$ cat config.mk
export PLATFORM = sky130hd
export DESIGN_NAME = aabb_pcs_box_store
export DESIGN_NICKNAME = d
export VERILOG_FILES = /design/src/sv/aabb_pcs_pkg.sv /design/src/sv/aabb_pcs_box_store.sv
export SDC_FILE = /design/constraint.sdc
export NUM_CORES = 2
export LEC_CHECK = 0
export BUFFER_PORTS_ARGS = -buffer_cell sky130_fd_sc_hd__clkbuf_2
export CAP_MARGIN = 20
export CORE_UTILIZATION = 40
export CTS_BUF_LIST = sky130_fd_sc_hd__clkbuf_16
export DETAILED_ROUTE_END_ITERATION = 12
export GPL_ROUTABILITY_DRIVEN = 0
export PLACE_DENSITY = 0.65
export SLEW_MARGIN = 30
export SYNTH_ARGS = -nofsm -noshare
export SYNTH_HDL_FRONTEND = slang
export SYNTH_MEMORY_MAX_BITS = 65536
export SYNTH_SLANG_ARGS = --single-unit
$ cat constraint.sdc
create_clock -name i_clk -period 9.5 [get_ports i_clk]
set_input_delay 0.475 -clock i_clk [delete_from_list [all_inputs] [get_ports i_clk]]
set_output_delay 0.475 -clock i_clk [all_outputs]
set_load 0.01 [all_outputs]
$ cat src/sv/aabb_pcs_pkg.sv
// ----------------------------------------------------------------------------
// aabb_pcs_pkg
// Types and constants shared by the box pair collision scan core.
// ----------------------------------------------------------------------------
package aabb_pcs_pkg;

    localparam int MAX_BOXES_DEF = 64;
    localparam int SLOT_W        = 6;
    localparam int COORD_W       = 16;

    localparam logic [15:0] TYPE_PAIR_MASK_RESET = 16'd4940;

    // Request kinds; the fourth code is ignored.
    localparam logic [1:0] KIND_WRITE = 2'd0;
    localparam logic [1:0] KIND_CLEAR = 2'd1;
    localparam logic [1:0] KIND_SCAN  = 2'd2;

    typedef struct packed {
        logic [1:0]                 kind;
        logic [SLOT_W-1:0]          slot;
        logic [1:0]                 box_type;
        logic                       box_enabled;
        logic signed [COORD_W-1:0]  pos_x;
        logic signed [COORD_W-1:0]  pos_y;
        logic [COORD_W-1:0]         size_w;
        logic [COORD_W-1:0]         size_h;
    } t_req;

    typedef struct packed {
        logic              hit;
        logic [SLOT_W-1:0] first_slot;
        logic [SLOT_W-1:0] second_slot;
        logic              last;
    } t_res;

    // One box as held in the table.
    typedef struct packed {
        logic                       valid;
        logic                       enabled;
        logic [1:0]                 box_type;
        logic signed [COORD_W-1:0]  pos_x;
        logic signed [COORD_W-1:0]  pos_y;
        logic [COORD_W-1:0]         size_w;
        logic [COORD_W-1:0]         size_h;
    } t_box;

    typedef enum logic [1:0] {
        ST_IDLE,
        ST_LOAD_A,
        ST_SCAN,
        ST_FINISH
    } t_state;

endpackage

$ cat src/sv/aabb_pcs_box_store.sv
// ----------------------------------------------------------------------------
// aabb_pcs_box_store
// Box table: position and attribute memories with one write and one
// registered read port, plus a valid flag per slot cleared by reset.
// ----------------------------------------------------------------------------
module aabb_pcs_box_store #(
    parameter int MAX_BOXES = aabb_pcs_pkg::MAX_BOXES_DEF,
    parameter int AW        = (MAX_BOXES > 1) ? $clog2(MAX_BOXES) : 1
) (
    input  logic                 i_clk,
    input  logic                 i_rst_n,
    input  logic                 i_wr_en,
    input  logic                 i_clr_en,
    input  logic [AW-1:0]        i_wr_addr,
    input  aabb_pcs_pkg::t_req   i_wr_data,
    input  logic                 i_rd_en,
    input  logic [AW-1:0]        i_rd_addr,
    output aabb_pcs_pkg::t_box   o_rd_box
);

    localparam int PW = 2 * aabb_pcs_pkg::COORD_W;
    localparam int XW = 3 + 2 * aabb_pcs_pkg::COORD_W;

    logic [PW-1:0]        r_pos_mem [MAX_BOXES];
    logic [XW-1:0]        r_attr_mem [MAX_BOXES];
    logic [MAX_BOXES-1:0] r_valid;

    logic [PW-1:0] r_pos_rd;
    logic [XW-1:0] r_attr_rd;
    logic          r_valid_rd;

    always_ff @(posedge i_clk) begin
        if (i_wr_en) begin
            r_pos_mem[i_wr_addr]  <= {i_wr_data.pos_x, i_wr_data.pos_y};
            r_attr_mem[i_wr_addr] <= {i_wr_data.box_enabled, i_wr_data.box_type,
                                      i_wr_data.size_w, i_wr_data.size_h};
        end
        if (i_rd_en) begin
            r_pos_rd  <= r_pos_mem[i_rd_addr];
            r_attr_rd <= r_attr_mem[i_rd_addr];
        end
    end

    always_ff @(posedge i_clk) begin
        if (!i_rst_n) begin
            r_valid    <= '0;
            r_valid_rd <= 1'b0;
        end else begin
            if (i_wr_en) begin
                r_valid[i_wr_addr] <= 1'b1;
            end else if (i_clr_en) begin
                r_valid[i_wr_addr] <= 1'b0;
            end
            if (i_rd_en) begin
                r_valid_rd <= r_valid[i_rd_addr];
            end
        end
    end

    always_comb begin
        o_rd_box          = '0;
        o_rd_box.valid    = r_valid_rd;
        o_rd_box.enabled  = r_attr_rd[XW-1];
        o_rd_box.box_type = r_attr_rd[XW-2:XW-3];
        o_rd_box.size_w   = r_attr_rd[2*aabb_pcs_pkg::COORD_W-1:aabb_pcs_pkg::COORD_W];
        o_rd_box.size_h   = r_attr_rd[aabb_pcs_pkg::COORD_W-1:0];
        o_rd_box.pos_x    = r_pos_rd[PW-1:aabb_pcs_pkg::COORD_W];
        o_rd_box.pos_y    = r_pos_rd[aabb_pcs_pkg::COORD_W-1:0];
    end

endmodule

==> tab_implementation.tex <==
\begin{tabular}{lr}
\hline
Metric & Value \\
\hline
\multicolumn{2}{l}{\textbf{Outcome}} \\
Violated checks & negative hold slack \\
Run status & finished, violations left \\
\multicolumn{2}{l}{\textbf{Finish}} \\
Syn-to-layout area delta & 13.9\% \\
Final standard cell utilization of the core & 0.457 \\
Fraction of final layout cells sized beyond drive strength 1 & 0.338 \\
Leading cell types in the layout, fill and taps excluded & 4355 x sky130\_fd\_sc\_hd\_\_edfxtp\_1, 1419 x sky130\_fd\_sc\_hd\_\_mux4\_2, 438 x sky130\_fd\_sc\_hd\_\_clkbuf\_16 \\
Most common library cell in the layout ignoring fill and taps & sky130\_fd\_sc\_hd\_\_edfxtp\_1 \\
Number of nets in the layout & between 7k and 8k \\
\multicolumn{2}{l}{\textbf{Global routing}} \\
Global-route total usage across every layer & 0.206 \\
Number of antenna violations at the first check in global routing & 43 \\
Largest net degree at the start of global routing & 152 \\
Vias in the first global route & between 70k and 80k \\
Gr ovfl total & 0 \\
Global-route wire length before repair & 605 mm \\
\multicolumn{2}{l}{\textbf{STA}} \\
Setup Skew & $\sim$84 ps \\
Max Transition Viols Final & 0 \\
Worst hold margin & -4.28 ps \\
Final worst-path cycle share & 0.384 \\
Fin crit period & approximately 3600 ps \\
Upper clock frequency limit & roughly 270 MHz \\
Number of setup violations in the final report & 0 \\
Worst max-slew margin expressed relative to the limit & 0.221 \\
RSZ-0062 raised after global routing & no \\
Fin Setup TNS & 0 ps \\
Count of endpoints failing hold in the final timing report & 15 \\
Tightest Pin Transition & 1170 ps \\
\multicolumn{2}{l}{\textbf{Clock network}} \\
Number of buffers created by CTS & 437 \\
Clock transition at the register clock pins on the worst setup and hold paths after CTS & around 60 ps \\
Clock tree root driver cell & sky130\_fd\_sc\_hd\_\_clkbuf\_16 \\
H-tree depth & 5 \\
Source-to-sink clock delay at the later pin of the worst-skew pair & between 1000 and 1500 ps \\
Clock tree from TritonCTS & done \\
Clock sink total & around 4.4k \\
Worst-case clock buffer depth & 4 \\
\multicolumn{2}{l}{\textbf{Critical path}} \\
Top Family by Delay on Critical Path & simple AND/OR/NAND/NOR gates \\
Critical Path Max Stage Delay & just under 900 ps \\
CP bufs+invs & 3 \\
Cell type with the highest occurrence count on the critical path & sky130\_fd\_sc\_hd\_\_buf\_4 \\
Maximum fanout encountered on the critical timing path & 35 \\
Kind of start point of the critical path & primary input \\
Critical path capture point type & flop \\
Critical setup path kind & primary input to flop \\
CP arrival & about 4300 ps \\
Sequence of cells on the critical path & clkbuf\_2, or3b\_2, or2\_2, nor2\_4, buf\_4, buf\_4 \\
Critical-path cell with the highest stage delay & sky130\_fd\_sc\_hd\_\_buf\_4 \\
Critical path required time & 10110 ps \\
\multicolumn{2}{l}{\textbf{Power and ir drop}} \\
Power density of the placed cells & approximately 210 nW/µm² \\
LEAKAGE & 58.6 nW \\
Worst supply voltage drop on vdd & 0.184 mV \\
\multicolumn{2}{l}{\textbf{Detailed routing}} \\
Number of remaining DRC errors & 0 \\
Total Wirelength & between 400 and 500 mm \\
Total number of vias & roughly 77k \\
Antenna-violating nets left & 0 \\
Number of vias per cell & approximately 6 \\
Per-cell routed wire length & $\sim$34 µm \\
Drt initial violations & $\sim$9.8k \\
Pre-antenna DRT Iters & 6 \\
\multicolumn{2}{l}{\textbf{Die}} \\
Area of the placeable core & about 420000 µm² \\
Initial Utilization & 0.402 \\
Number of I/O pins & 160 \\
Floorplan row count & between 200 and 250 \\
Horizontal die dimension & 649 µm \\
Die extent in y & 649 µm \\
Overall die area & about 420000 µm² \\
\multicolumn{2}{l}{\textbf{Synth}} \\
Synthesized netlist net count & 6552 \\
Leading area contributor after synthesis & sky130\_fd\_sc\_hd\_\_edfxtp\_1 \\
Complex-gate fraction of the synthesized area & 0.00636 \\
Predominant post-synthesis flop cell & sky130\_fd\_sc\_hd\_\_edfxtp\_1 \\
Area share of the largest cell type after synthesis & 0.782 \\
Number of enable-type register cells in the synthesized netlist & about 4.4k \\
Xor and xnor fraction of the mapped netlist area & 0 \\
Post-synthesis share of cell area spent on full adders, half adders and majority gates & 0 \\
Count of different cell masters after synthesis & 32 \\
Total of warnings raised by yosys & 0 \\
Multiplexer share of the synthesized area & 0.192 \\
Avg Synthesized Cell Area & approximately 26 µm² \\
Synth Register Bits & 4420 \\
Cells taking the most area after synthesis & sky130\_fd\_sc\_hd\_\_edfxtp\_1 78\%, sky130\_fd\_sc\_hd\_\_mux4\_2 19\%, sky130\_fd\_sc\_hd\_\_dfxtp\_1 0.78\% \\
Post-synthesis simple-gate area fraction & 0.00337 \\
Proportion of synthesized chip area in sequential cells & 0.790 \\
Synth async-reset ratio & 0 \\
Post-synthesis instance total & approximately 6.5k \\
Combinational family with the most area after synthesis & multiplexers \\
Post-Syn Area & approximately 170000 µm² \\
\multicolumn{2}{l}{\textbf{Run}} \\
Count of max-cap constraint violations & 0 \\
\multicolumn{2}{l}{\textbf{Placed design}} \\
Number of input and output port buffers inserted & 151 \\
HPWL Detailed & 222 mm \\
\multicolumn{2}{l}{\textbf{Min path}} \\
Hold Path Class & primary input to flop \\
\hline
\end{tabular}
## worst register-to-register path, cell delays in order (launching register included)
cell and delay (ps):
sky130_fd_sc_hd__edfxtp_1 370, sky130_fd_sc_hd__mux4_2 480, sky130_fd_sc_hd__mux4_2 530, sky130_fd_sc_hd__mux4_2 620
## report_power, final
| part | switching (mW) | total (mW) | leakage [nW] | internal [mW] |
|---|---|---|---|---|
| logic | 1.01 | 1.77 | 11.7 | 0.767 |
| registers | 0.0619 | 21.7 | 39.8 | 21.6 |
| clock network | 7.38 | 16.6 | 7.15 | 9.24 |
## registers in the layout (all words and copies together), names as in the netlist, named ones only
signal,flops
r_attr_mem,2240
r_pos_mem,2048
r_valid_rd,1
r_pos_rd,32
r_attr_rd,35
## per-layer routing
layer	GRT usage	vias up	wire (µm)
li1	-	29397	-
met1	0.284	42515	169000
met2	0.337	4234	215000
met3	0.0386	802	40400
met4	0.0577	26	13400
met5	0	-	149
## kinds of logic (layout without fill, tap and decap cells)
family | count (synthesis) | count (layout)
flops | 4420 | 4420
mux | 1427 | 1427
buf+inv | 355 | 1187
compound gates | 142 | 142
simple gates | 116 | 116
other cells | 0 | 8
## what timing repair did
item / 4_1_cts / 5_1_grt
hold endpoints to repair: 0 / 97
hold buffers: 0 / 8
gates resized for setup: 0 / 0
setup buffers: 0 / 0
## path summary, 6_finish.rpt
| path | depth (start not counted) | startpoint | slack [ps] | end |
|---|---|---|---|---|
| worst max register to register | 3 | r_pos_mem[28][29] | 7160 | r_pos_rd[29] |
| worst min-delay path | 1 | i_wr_data[12] | -4 | r_attr_mem[57][12] |
| worst min register to register | 2 | flop | 560 | flop |
| worst max-delay path | 6 | i_wr_addr[1] | 5850 | r_attr_mem[42][33] |
## per-stage QoR
stage / instances / worst slack (ps) / hold WS (ps) / power [mW] / instance area (µm²)
after floorplan: 6460 / 4390 / 524 / 23.1 / 167000
after global placement: 11944 / 4910 / 550 / 23.8 / 176000
after detailed placement: 11967 / 4890 / 544 / 23.9 / 176000
after CTS: 12776 / 5880 / 45.2 / 40.3 / 190000
after global routing: 12793 / 5860 / -0.565 / 41.1 / 190000
final: 12797 / 5850 / -4.28 / 40.1 / 190000
## synth_stat cells, drive strengths merged (5+ instances only)
cell type / count
mux2i: 6
mux4: 1419
o21a: 128
nand3: 7
buf: 143
dfxtp: 65
nand3b: 5
clkbuf: 210
or2: 13
nor2: 67
edfxtp: 4355
## area by class of cell
| type | instances | area (µm²) |
|---|---|---|
| clock inverters | 371 | 2900 |
| repair buffers | 376 | 3410 |
| inverters | 2 | 7.51 |
| diodes | 8 | 20.0 |
| flip-flops and latches | 4420 | 132000 |
| clock buffers | 438 | 11000 |
| multi-input cells | 1685 | 34100 |
| well taps | 5497 | 6880 |
| fillers | 33604 | 226000 |
Note: power is estimated with default switching activity, not from simulation.
