[config.mk]
export PLATFORM = sky130hd
export DESIGN_NAME = aabb_pcs_overlap_unit
export DESIGN_NICKNAME = d
export VERILOG_FILES = /design/src/sv/aabb_pcs_pkg.sv /design/src/sv/aabb_pcs_overlap_unit.sv
export SDC_FILE = /design/constraint.sdc
export NUM_CORES = 1
export LEC_CHECK = 0
export BUFFER_PORTS_ARGS = -buffer_cell sky130_fd_sc_hd__buf_2
export CELL_PAD_IN_SITES_DETAIL_PLACEMENT = 1
export CELL_PAD_IN_SITES_GLOBAL_PLACEMENT = 1
export CORE_MARGIN = 1
export CORE_UTILIZATION = 37
export DETAILED_ROUTE_END_ITERATION = 12
export PLACE_DENSITY_LB_ADDON = 0.1
export SYNTH_ARGS = -nofsm -noshare
export SYNTH_HDL_FRONTEND = slang
export SYNTH_SLANG_ARGS = --single-unit
[constraint.sdc]
create_clock -name vclk -period 3.6
set_input_delay 0 -clock vclk [all_inputs]
set_output_delay 0 -clock vclk [all_outputs]
set_load 0.02 [all_outputs]
[src/sv/aabb_pcs_pkg.sv]
// ----------------------------------------------------------------------------
// aabb_pcs_pkg
// Types and constants shared by the box pair collision scan core.
// ----------------------------------------------------------------------------
package aabb_pcs_pkg;

    localparam int MAX_BOXES_DEF = 64;
    localparam int SLOT_W        = 6;
    localparam int COORD_W       = 16;

    localparam logic [15:0] TYPE_PAIR_MASK_RESET = 16'd4940;

    // Request kinds; the fourth code is ignored.
    localparam logic [1:0] KIND_WRITE = 2'd0;
    localparam logic [1:0] KIND_CLEAR = 2'd1;
    localparam logic [1:0] KIND_SCAN  = 2'd2;

    typedef struct packed {
        logic [1:0]                 kind;
        logic [SLOT_W-1:0]          slot;
        logic [1:0]                 box_type;
        logic                       box_enabled;
        logic signed [COORD_W-1:0]  pos_x;
        logic signed [COORD_W-1:0]  pos_y;
        logic [COORD_W-1:0]         size_w;
        logic [COORD_W-1:0]         size_h;
    } t_req;

    typedef struct packed {
        logic              hit;
        logic [SLOT_W-1:0] first_slot;
        logic [SLOT_W-1:0] second_slot;
        logic              last;
    } t_res;

    // One box as held in the table.
    typedef struct packed {
        logic                       valid;
        logic                       enabled;
        logic [1:0]                 box_type;
        logic signed [COORD_W-1:0]  pos_x;
        logic signed [COORD_W-1:0]  pos_y;
        logic [COORD_W-1:0]         size_w;
        logic [COORD_W-1:0]         size_h;
    } t_box;

    typedef enum logic [1:0] {
        ST_IDLE,
        ST_LOAD_A,
        ST_SCAN,
        ST_FINISH
    } t_state;

endpackage

[src/sv/aabb_pcs_overlap_unit.sv]
// ----------------------------------------------------------------------------
// aabb_pcs_overlap_unit
// Collision test of one box pair: enables, type mask and edge compares.
// ----------------------------------------------------------------------------
module aabb_pcs_overlap_unit (
    input  aabb_pcs_pkg::t_box i_box_a,
    input  aabb_pcs_pkg::t_box i_box_b,
    input  logic [15:0]        i_type_pair_mask,
    output logic               o_collide
);

    logic signed [17:0] a_x, a_y, b_x, b_y;
    logic signed [17:0] a_x_end, a_y_end, b_x_end, b_y_end;
    logic               type_ok;
    logic               x_ok, y_ok;

    always_comb begin
        a_x     = {{2{i_box_a.pos_x[15]}}, i_box_a.pos_x};
        a_y     = {{2{i_box_a.pos_y[15]}}, i_box_a.pos_y};
        b_x     = {{2{i_box_b.pos_x[15]}}, i_box_b.pos_x};
        b_y     = {{2{i_box_b.pos_y[15]}}, i_box_b.pos_y};
        a_x_end = a_x + $signed({2'b00, i_box_a.size_w});
        a_y_end = a_y + $signed({2'b00, i_box_a.size_h});
        b_x_end = b_x + $signed({2'b00, i_box_b.size_w});
        b_y_end = b_y + $signed({2'b00, i_box_b.size_h});
        type_ok = i_type_pair_mask[{i_box_a.box_type, i_box_b.box_type}];
        // Touching counts as a hit on y only at the end edge (pos_y + size_h) of the first box.
        x_ok    = (a_x < b_x_end) && (a_x_end > b_x);
        y_ok    = (a_y < b_y_end) && (a_y_end >= b_y);
        o_collide = i_box_a.enabled && i_box_b.enabled && type_ok && x_ok && y_ok;
    end

endmodule

==> results of run 1 <==
## routing by layer
layer	share of wire	global-route usage	vias to the layer above
li1	-	-	2710
met4	0.0032	0.0103	0
met3	0.036	0.00882	6
met1	0.50	0.297	2421
met5	0	0	-
met2	0.46	0.403	110
## cells in the mapped netlist, types with 3 or more instances
master | n | area [µm²]
nor3_1 | 10 | 50.1
o21a_1 | 10 | 75.1
nor2b_1 | 12 | 75.1
a31oi_1 | 4 | 25.0
mux4_2 | 4 | 90.1
a211oi_1 | 9 | 67.6
and4_1 | 3 | 26.3
a21o_1 | 32 | 240
xor2_1 | 25 | 219
nor2_1 | 45 | 169
fa_1 | 4 | 80.1
a31o_2 | 3 | 26.3
o2111ai_1 | 3 | 26.3
o21ai_0 | 29 | 145
nand2_1 | 26 | 97.6
o21ai_1 | 3 | 15.0
o21bai_1 | 10 | 75.1
a211oi_2 | 3 | 37.5
o41ai_1 | 4 | 35.0
or4_1 | 3 | 22.5
ha_1 | 138 | 1730
xnor2_1 | 31 | 272
o311a_1 | 3 | 30.0
nand3_1 | 16 | 80.1
nor4_1 | 4 | 25.0
nand4_1 | 11 | 68.8
and2_1 | 3 | 18.8
or3_1 | 4 | 25.0
nand2b_1 | 10 | 62.6
inv_1 | 54 | 203
nor4b_1 | 3 | 26.3
and3_1 | 3 | 18.8
a21oi_1 | 68 | 340
nor3b_1 | 5 | 37.5
## metrics by stage
step	setup TNS, ns	worst slack, ns
detailed placement	-0.263	-0.263
floorplan	0	0.121
global placement	-0.0872	-0.0872
finish	0	0.00656
global route	-0.211	-0.211
CTS	0	0.00380
## power groups by stage
| stage | clock, mW | combinational, mW | sequential (mW) |
|---|---|---|---|
| 2_1_floorplan | 0 | 0.775 | 0 |
| 3_3_place_gp | 0 | 1.08 | 0 |
| 3_5_place_dp | 0 | 1.13 | 0 |
| 4_1_cts | 0 | 1.15 | 0 |
| 5_1_grt | 0 | 1.30 | 0 |
| 6_report | 0 | 1.14 | 0 |
## cells in the final DEF, fill, tap and decap left out, types with 4 or more instances in the layout
cell	Yosys	layout
mux4_2	4	4
xor2_1	25	25
o21a_1	10	10
o21bai_1	10	10
nor2b_1	12	12
o21ai_0	29	28
nor4_1	4	4
a211oi_1	9	6
buf_2	0	150
a21o_1	32	32
a211oi_2	3	6
nand2b_1	10	10
or3_1	4	4
a21oi_1	68	65
nand2_1	26	26
xnor2_1	31	31
inv_1	54	54
nor3_1	10	10
o41ai_1	4	4
buf_4	0	17
nand3_1	16	16
nand4_1	11	11
nor3b_1	5	5
ha_1	138	137
nor2_1	45	44
a31oi_1	4	4
## cells by family after synthesis
| group | Yosys count | share of synthesized area |
|---|---|---|
| xor gates and xnor gates | 56 | 0.101 |
| buffers and inverters | 54 | 0.0419 |
| muxes | 6 | 0.0228 |
| AOI/OAI and AO/OA | 206 | 0.281 |
| adders and majority gates | 142 | 0.374 |
| and+or+nand+nor | 165 | 0.179 |
## final timing paths
path,from,endpoint,slack (ns),depth (start not counted)
min,i_box_a[65],o_collide,0.44,5
max,i_box_a[16],o_collide,0.007,20
## worst min-delay path, stage by stage
cell and delay, ns:
buf_2 0.09, a211oi_2 0.07, o2111ai_2 0.09, a211oi_2 0.04, buf_4 0.15
## area by class of cell
| cell class | instances | area, µm² | share of cell area |
|---|---|---|---|
| inverter | 54 | 203 | 0.0339 |
| tap | 172 | 215 | 0.0360 |
| multi-input combinational | 575 | 4680 | 0.783 |
| timing repair buffer | 167 | 878 | 0.147 |
## timing repair
action	in CTS	in global routing
pin swaps	5	8
gates cloned	0	0
setup endpoints to repair	1	1
hold endpoints to repair	0	0
gates resized for setup	11	5
==> impl_metrics.env, run 1 <==
export IMPL_vias_per_cell=5.42
export IMPL_n_fill_cell=1666
export IMPL_synth_area_per_cell_um2=7.69
export IMPL_peakVddDrop_mv=0.0606
export IMPL_place_area_um2=5930
export IMPL_whs_ns=0.444
export IMPL_firstDrtPassIters=4
export IMPL_fin_area_um2=5980
export IMPL_cts_hold_buf=0
export IMPL_io_pins=153
export IMPL_antenna_found_initial=0
export IMPL_drv_slew=0
export IMPL_timing_fmax_mhz=278
export IMPL_status="completed"
export IMPL_rows=41
export IMPL_post_place_cells=968
export IMPL_tightest_slew_ns=0.541
export IMPL_power_mw=1.14
export IMPL_drt_iter0_drc=199
export IMPL_critical_path_class="primary input to output pin"
export IMPL_intPower_mw=0.537
export IMPL_area_growth_pct=23.7
export IMPL_drt_wl_total_mm=15.0
export IMPL_critPathMaxStageDelay_ns=0.36
export IMPL_grt_overflow=0
export IMPL_seq_area_frac_synth=0
export IMPL_seq_area_um2=0
export IMPL_drive_gt1_frac=0.241
export IMPL_switching_share=0.531
export IMPL_io_buffers=151
export IMPL_crit_path_frequent_cell="a211oi_2"
export IMPL_vias=5247
export IMPL_die_area_um2=13500
export IMPL_yosys_warnings=0
export IMPL_worstSetupStartpointType="primary input"
export IMPL_core_area_um2=12700
export IMPL_maxCapViolCount=0
export IMPL_hp_class="primary input to output pin"
export IMPL_syn_cell_area_um2=4830
export IMPL_p_leak_nw=3.14
export IMPL_grt_total_usage=0.220
export IMPL_clkbuf_count=0
export IMPL_power_switching_mw=0.608
export IMPL_antenna_left=0
export IMPL_comb_power_share=1.000
export IMPL_power_share_clock=0
export IMPL_critical_path_required_ns=3.60
export IMPL_finalWeightedCongestion=0.915
export IMPL_end_kind="output pin"
export IMPL_fin_crit_ns=3.59
export IMPL_initial_core_util=0.382
export IMPL_die_y_um=116
export IMPL_post_dp_hpwl_mm=13.7
export IMPL_synthDistinctLibCells=57
export IMPL_diodes=0
export IMPL_critPathMaxFanout=2
export IMPL_synthCells=629
export IMPL_seq_power_share=0
export IMPL_grt_setup_unrepaired="yes"
export IMPL_hold_viol=0
export IMPL_grt_pass1_wl_mm=24.4
export IMPL_grt_start_max_net_pins=13
export IMPL_routedWlPerCell_um=15.5
export IMPL_critPathSlowestCell="fa_2"
export IMPL_period_share=0.998
export IMPL_post_route_drc_count=0
export IMPL_nFlopsAndLatches=0
export IMPL_slew_headroom=0.636
export IMPL_cp_top_family="compound AO/OA/AOI/OAI gates"
export IMPL_path_cells="buf_2, ha_2, fa_2, a211oi_2, nor2_2, o41a_1, a21oi_2, buf_4, nand2b_1, a21oi_2, xnor2_1, ha_1, nand4_1, nor4b_1, a31oi_1, o221ai_2, a211oi_2, o2111ai_2, a211oi_2, buf_4"
export IMPL_die_w_um=116
export IMPL_cts_setup_buffers=0
export IMPL_post_route_util=0.472
export IMPL_grt_pass1_vias=5431
export IMPL_critPathBufInv=3
export IMPL_powerDensity_nw_per_um2=191
export IMPL_setup_viol=0
export IMPL_synth_fp_nets=923
export IMPL_final_cell_count_no_fill=968
export IMPL_crit_arrival_ns=3.59
export IMPL_layout_nets=1092
No activity file was read; power rests on OpenSTA's default activity.
==> run 2, diff against run 1 <==
Settings changed: CORE_UTILIZATION 37 to 39, SLEW_MARGIN set to 10.
Clock period 3.6 ns to 4.55 ns, I/O delays scaled along.
==> impl_metrics.env, run 2 (synthesized netlist as in run 1, its figures left out) <==
export IMPL_rows=40
export IMPL_critical_path_required_ns=4.55
export IMPL_die_y_um=113
export IMPL_path_cells="buf_2, ha_1, fa_1, a211oi_1, nor2_1, o41a_1, a21oi_2, o21ai_0, mux2i_1, o2111ai_1, ha_1, nand4_1, nor4b_1, a31oi_1, o221ai_1, a211oi_1, o2111ai_1, a211oi_1, buf_2"
export IMPL_critPathMaxStageDelay_ns=0.43
export IMPL_nFlopsAndLatches=0
export IMPL_slew_headroom=0.610
export IMPL_area_growth_pct=20.1
export IMPL_initial_core_util=0.401
export IMPL_post_dp_hpwl_mm=13.4
export IMPL_intPower_mw=0.406
export IMPL_grt_pass1_wl_mm=24.6
export IMPL_antenna_found_initial=0
export IMPL_grt_setup_unrepaired="no"
export IMPL_die_w_um=113
export IMPL_critPathMaxFanout=3
export IMPL_routedWlPerCell_um=15.4
export IMPL_status="completed"
export IMPL_crit_arrival_ns=4.16
export IMPL_post_route_drc_count=0
export IMPL_setup_viol=0
export IMPL_powerDensity_nw_per_um2=150
export IMPL_diodes=0
export IMPL_period_share=0.915
export IMPL_drt_iter0_drc=182
export IMPL_switching_share=0.535
export IMPL_timing_fmax_mhz=240
export IMPL_final_cell_mix="151 x buf_2, 138 x ha_1, 67 x a21oi_1"
export IMPL_antenna_left=0
export IMPL_cp_top_family="compound AO/OA/AOI/OAI gates"
export IMPL_die_area_um2=12800
export IMPL_p_leak_nw=3.06
export IMPL_clkbuf_count=0
export IMPL_seq_power_share=0
export IMPL_io_buffers=151
export IMPL_cts_setup_buffers=0
export IMPL_drv_slew=0
export IMPL_n_fill_cell=1590
export IMPL_crit_path_frequent_cell="a211oi_1"
export IMPL_finalWeightedCongestion=0.873
export IMPL_grt_pass1_vias=5398
export IMPL_tightest_slew_ns=0.577
export IMPL_comb_power_share=1.000
export IMPL_vias=5211
export IMPL_layout_commonest_cell="buf_2"
export IMPL_peakVddDrop_mv=0.0489
export IMPL_grt_overflow=0
export IMPL_drive_gt1_frac=0.210
export IMPL_vias_per_cell=5.50
export IMPL_seq_area_um2=0
export IMPL_hold_viol=0
export IMPL_drt_wl_total_mm=14.6
export IMPL_grt_total_usage=0.228
export IMPL_core_area_um2=12100
export IMPL_power_mw=0.872
export IMPL_power_switching_mw=0.466
export IMPL_critPathSlowestCell="fa_1"
export IMPL_grt_start_max_net_pins=13
export IMPL_critical_path_class="primary input to output pin"
export IMPL_fin_crit_ns=4.16
export IMPL_maxCapViolCount=0
export IMPL_io_pins=153
export IMPL_layout_nets=1076
export IMPL_worstSetupStartpointType="primary input"
export IMPL_end_kind="output pin"
export IMPL_power_share_clock=0
export IMPL_setup_tns_ns=0
export IMPL_critPathBufInv=2
export IMPL_firstDrtPassIters=4
export IMPL_hp_class="primary input to output pin"
-- run 2: cell count changes in the layout (fill, tap and decap cells not counted), moves of 2 or more --
cell and change:
a211oi_1 +3, buf_4 -17, fa_2 -2, a21oi_1 +2
a211oi_2 -3, fa_1 +2, a21oi_2 -2
-- run 2: layout make-up --
type,instances,area (µm²),share of cell area
well taps,168,210,0.0362
repair buffers,151,756,0.130
multi-input cells,575,4640,0.799
inverters,54,203,0.0349
-- run 2: through the flow --
stage                      util  cells  setup slack (ns)  hold slack, ns  instance area [µm²]
after floorplan               -    629              1.07           0.205                 4830
after global placement    0.481    948             0.477           0.453                 5800
after detailed placement  0.481    948             0.323           0.460                 5800
after CTS                 0.481    948             0.301           0.460                 5800
after global routing      0.481    948            0.0921           0.480                 5800
final                     0.481    948             0.386           0.459                 5800
-- run 2: worst paths after layout --
check / cells past startpoint / from / to / slack, ns
worst min-delay path: 5 / i_box_a[65] / o_collide / 0.46
worst max-delay path: 19 / i_box_a[16] / o_collide / 0.39
-- run 2: power by group through the flow --
stage          clock, mW  combinational (mW)  sequential [mW]
2_1_floorplan          0               0.613                0
3_3_place_gp           0               0.827                0
3_5_place_dp           0               0.874                0
4_1_cts                0               0.880                0
5_1_grt                0               0.998                0
6_report               0               0.872                0
-- run 2: worst min-delay path, stage by stage --
cell	delay (ns)
buf_2	0.09
a211oi_1	0.09
o2111ai_1	0.08
a211oi_1	0.04
buf_2	0.16
-- run 2: what timing repair did --
action                                  4_1_cts  5_1_grt
endpoints found under the setup margin        0        1
resized for setup                             0        1
hold endpoints to repair                      0        0
hold buffers                                  0        0
-- run 2: routing by layer --
layer	vias up	global-route usage	wire length, µm
met5	-	0	0
met4	0	0.0123	93
met3	8	0.00536	465
met2	106	0.427	7130
met1	2417	0.305	6910
li1	2680	-	-
==> run 3, diff against run 2 <==
Settings changed: CELL_PAD_IN_SITES_DETAIL_PLACEMENT 1 to unset, CELL_PAD_IN_SITES_GLOBAL_PLACEMENT 1 to unset, PLACE_DENSITY_LB_ADDON 0.1 to unset.
==> impl_metrics.env, run 3 (synthesized netlist as in run 1, its figures left out) <==
export IMPL_fin_area_um2=5800
export IMPL_grt_setup_unrepaired="no"
export IMPL_period_share=0.866
export IMPL_initial_core_util=0.401
export IMPL_seq_power_share=0
export IMPL_critical_path_required_ns=4.55
export IMPL_wl_met2_mm=6.36
export IMPL_antenna_left=0
export IMPL_io_buffers=151
export IMPL_met1_length_mm=6.67
export IMPL_power_switching_mw=0.455
export IMPL_grt_total_usage=0.205
export IMPL_p_leak_nw=3.06
export IMPL_area_growth_pct=20.0
export IMPL_switching_share=0.532
export IMPL_core_area_um2=12100
export IMPL_end_kind="output pin"
export IMPL_finalWeightedCongestion=0.935
export IMPL_power_mw=0.856
export IMPL_hold_viol=0
export IMPL_post_route_drc_count=0
export IMPL_io_pins=153
export IMPL_diodes=0
export IMPL_intPower_mw=0.401
export IMPL_firstDrtPassIters=6
export IMPL_routedWlPerCell_um=14.3
export IMPL_comb_power_share=1.000
export IMPL_post_place_cells=948
export IMPL_die_y_um=113
export IMPL_seq_area_um2=0
export IMPL_antenna_found_initial=0
export IMPL_post_route_util=0.481
export IMPL_dr_max_layer_used="met4"
export IMPL_hp_class="primary input to output pin"
export IMPL_clkbuf_count=0
export IMPL_drt_iter0_drc=259
export IMPL_vias=5114
export IMPL_tightest_slew_ns=0.530
export IMPL_final_cell_mix="151 x buf_2, 138 x ha_1, 68 x a21oi_1"
export IMPL_powerDensity_nw_per_um2=147
export IMPL_fin_crit_ns=3.94
export IMPL_setup_viol=0
export IMPL_critPathMaxFanout=3
export IMPL_grt_start_max_net_pins=13
export IMPL_crit_arrival_ns=3.94
export IMPL_slew_headroom=0.642
export IMPL_maxCapViolCount=0
export IMPL_critical_path_class="primary input to output pin"
export IMPL_vias_per_cell=5.39
export IMPL_layout_nets=1076
export IMPL_rows=40
export IMPL_drive_gt1_frac=0.209
export IMPL_grt_overflow=0
export IMPL_dp_slack_ns=0.624
export IMPL_peakVddDrop_mv=0.0523
export IMPL_grt_pass1_wl_mm=21.9
export IMPL_cts_setup_buffers=0
export IMPL_drt_wl_total_mm=13.6
export IMPL_cts_hold_buf=0
export IMPL_wl_met3_um=480
export IMPL_power_share_clock=0
export IMPL_die_area_um2=12800
export IMPL_place_area_um2=5800
export IMPL_timing_fmax_mhz=254
export IMPL_layout_commonest_cell="buf_2"
export IMPL_status="completed"
export IMPL_final_cell_count_no_fill=948
export IMPL_nFlopsAndLatches=0
export IMPL_drv_slew=0
export IMPL_worstSetupStartpointType="primary input"
export IMPL_whs_ns=0.463
export IMPL_setup_tns_ns=0
export IMPL_die_w_um=113
export IMPL_cts_resized=0
export IMPL_grt_pass1_vias=4848
export IMPL_worst_slack_ns=0.610
export IMPL_post_dp_hpwl_mm=12.3
run 3: cell count changes in the layout (fill, tap and decap cells not counted):
cell	previous run	this run
a21oi_2	1	0
a21oi_1	67	68
run 3: worst paths after layout:
check                    to  cells after the start        start  slack (ns)
setup / recovery  o_collide                     19  i_box_a[16]        0.61
hold / removal    o_collide                      5  i_box_a[65]        0.46
run 3: final cells by class:
class,count,area [µm²]
multi-input combinational,575,4630
timing repair buffer,151,756
fill,1226,6260
inverter,54,203
tap,168,210
run 3: worst max-delay path: stages:
cell and delay (ns):
buf_2 0.10, ha_1 0.22, fa_1 0.42, a211oi_1 0.27, nor2_1 0.13, o41a_1 0.38
a21oi_1 0.27, o21ai_0 0.21, mux2i_1 0.20, o2111ai_1 0.15, ha_1 0.31, nand4_1 0.12
nor4b_1 0.07, a31oi_1 0.20, o221ai_1 0.16, a211oi_1 0.20, o2111ai_1 0.13, a211oi_1 0.18
buf_2 0.22
run 3: metal layers:
| layer | track usage | vias to the layer above |
|---|---|---|
| li1 | - | 2683 |
| met1 | 0.281 | 2294 |
| met2 | 0.374 | 131 |
| met3 | 0.00428 | 6 |
| met4 | 0.0105 | 0 |
| met5 | 0 | - |
run 3: power by group through the flow:
| stage | clock [mW] | sequential, mW | combinational [mW] |
|---|---|---|---|
| after global routing | 0 | 0 | 0.973 |
| after CTS | 0 | 0 | 0.856 |
| after global placement | 0 | 0 | 0.829 |
| final | 0 | 0 | 0.856 |
| after detailed placement | 0 | 0 | 0.849 |
| after floorplan | 0 | 0 | 0.613 |
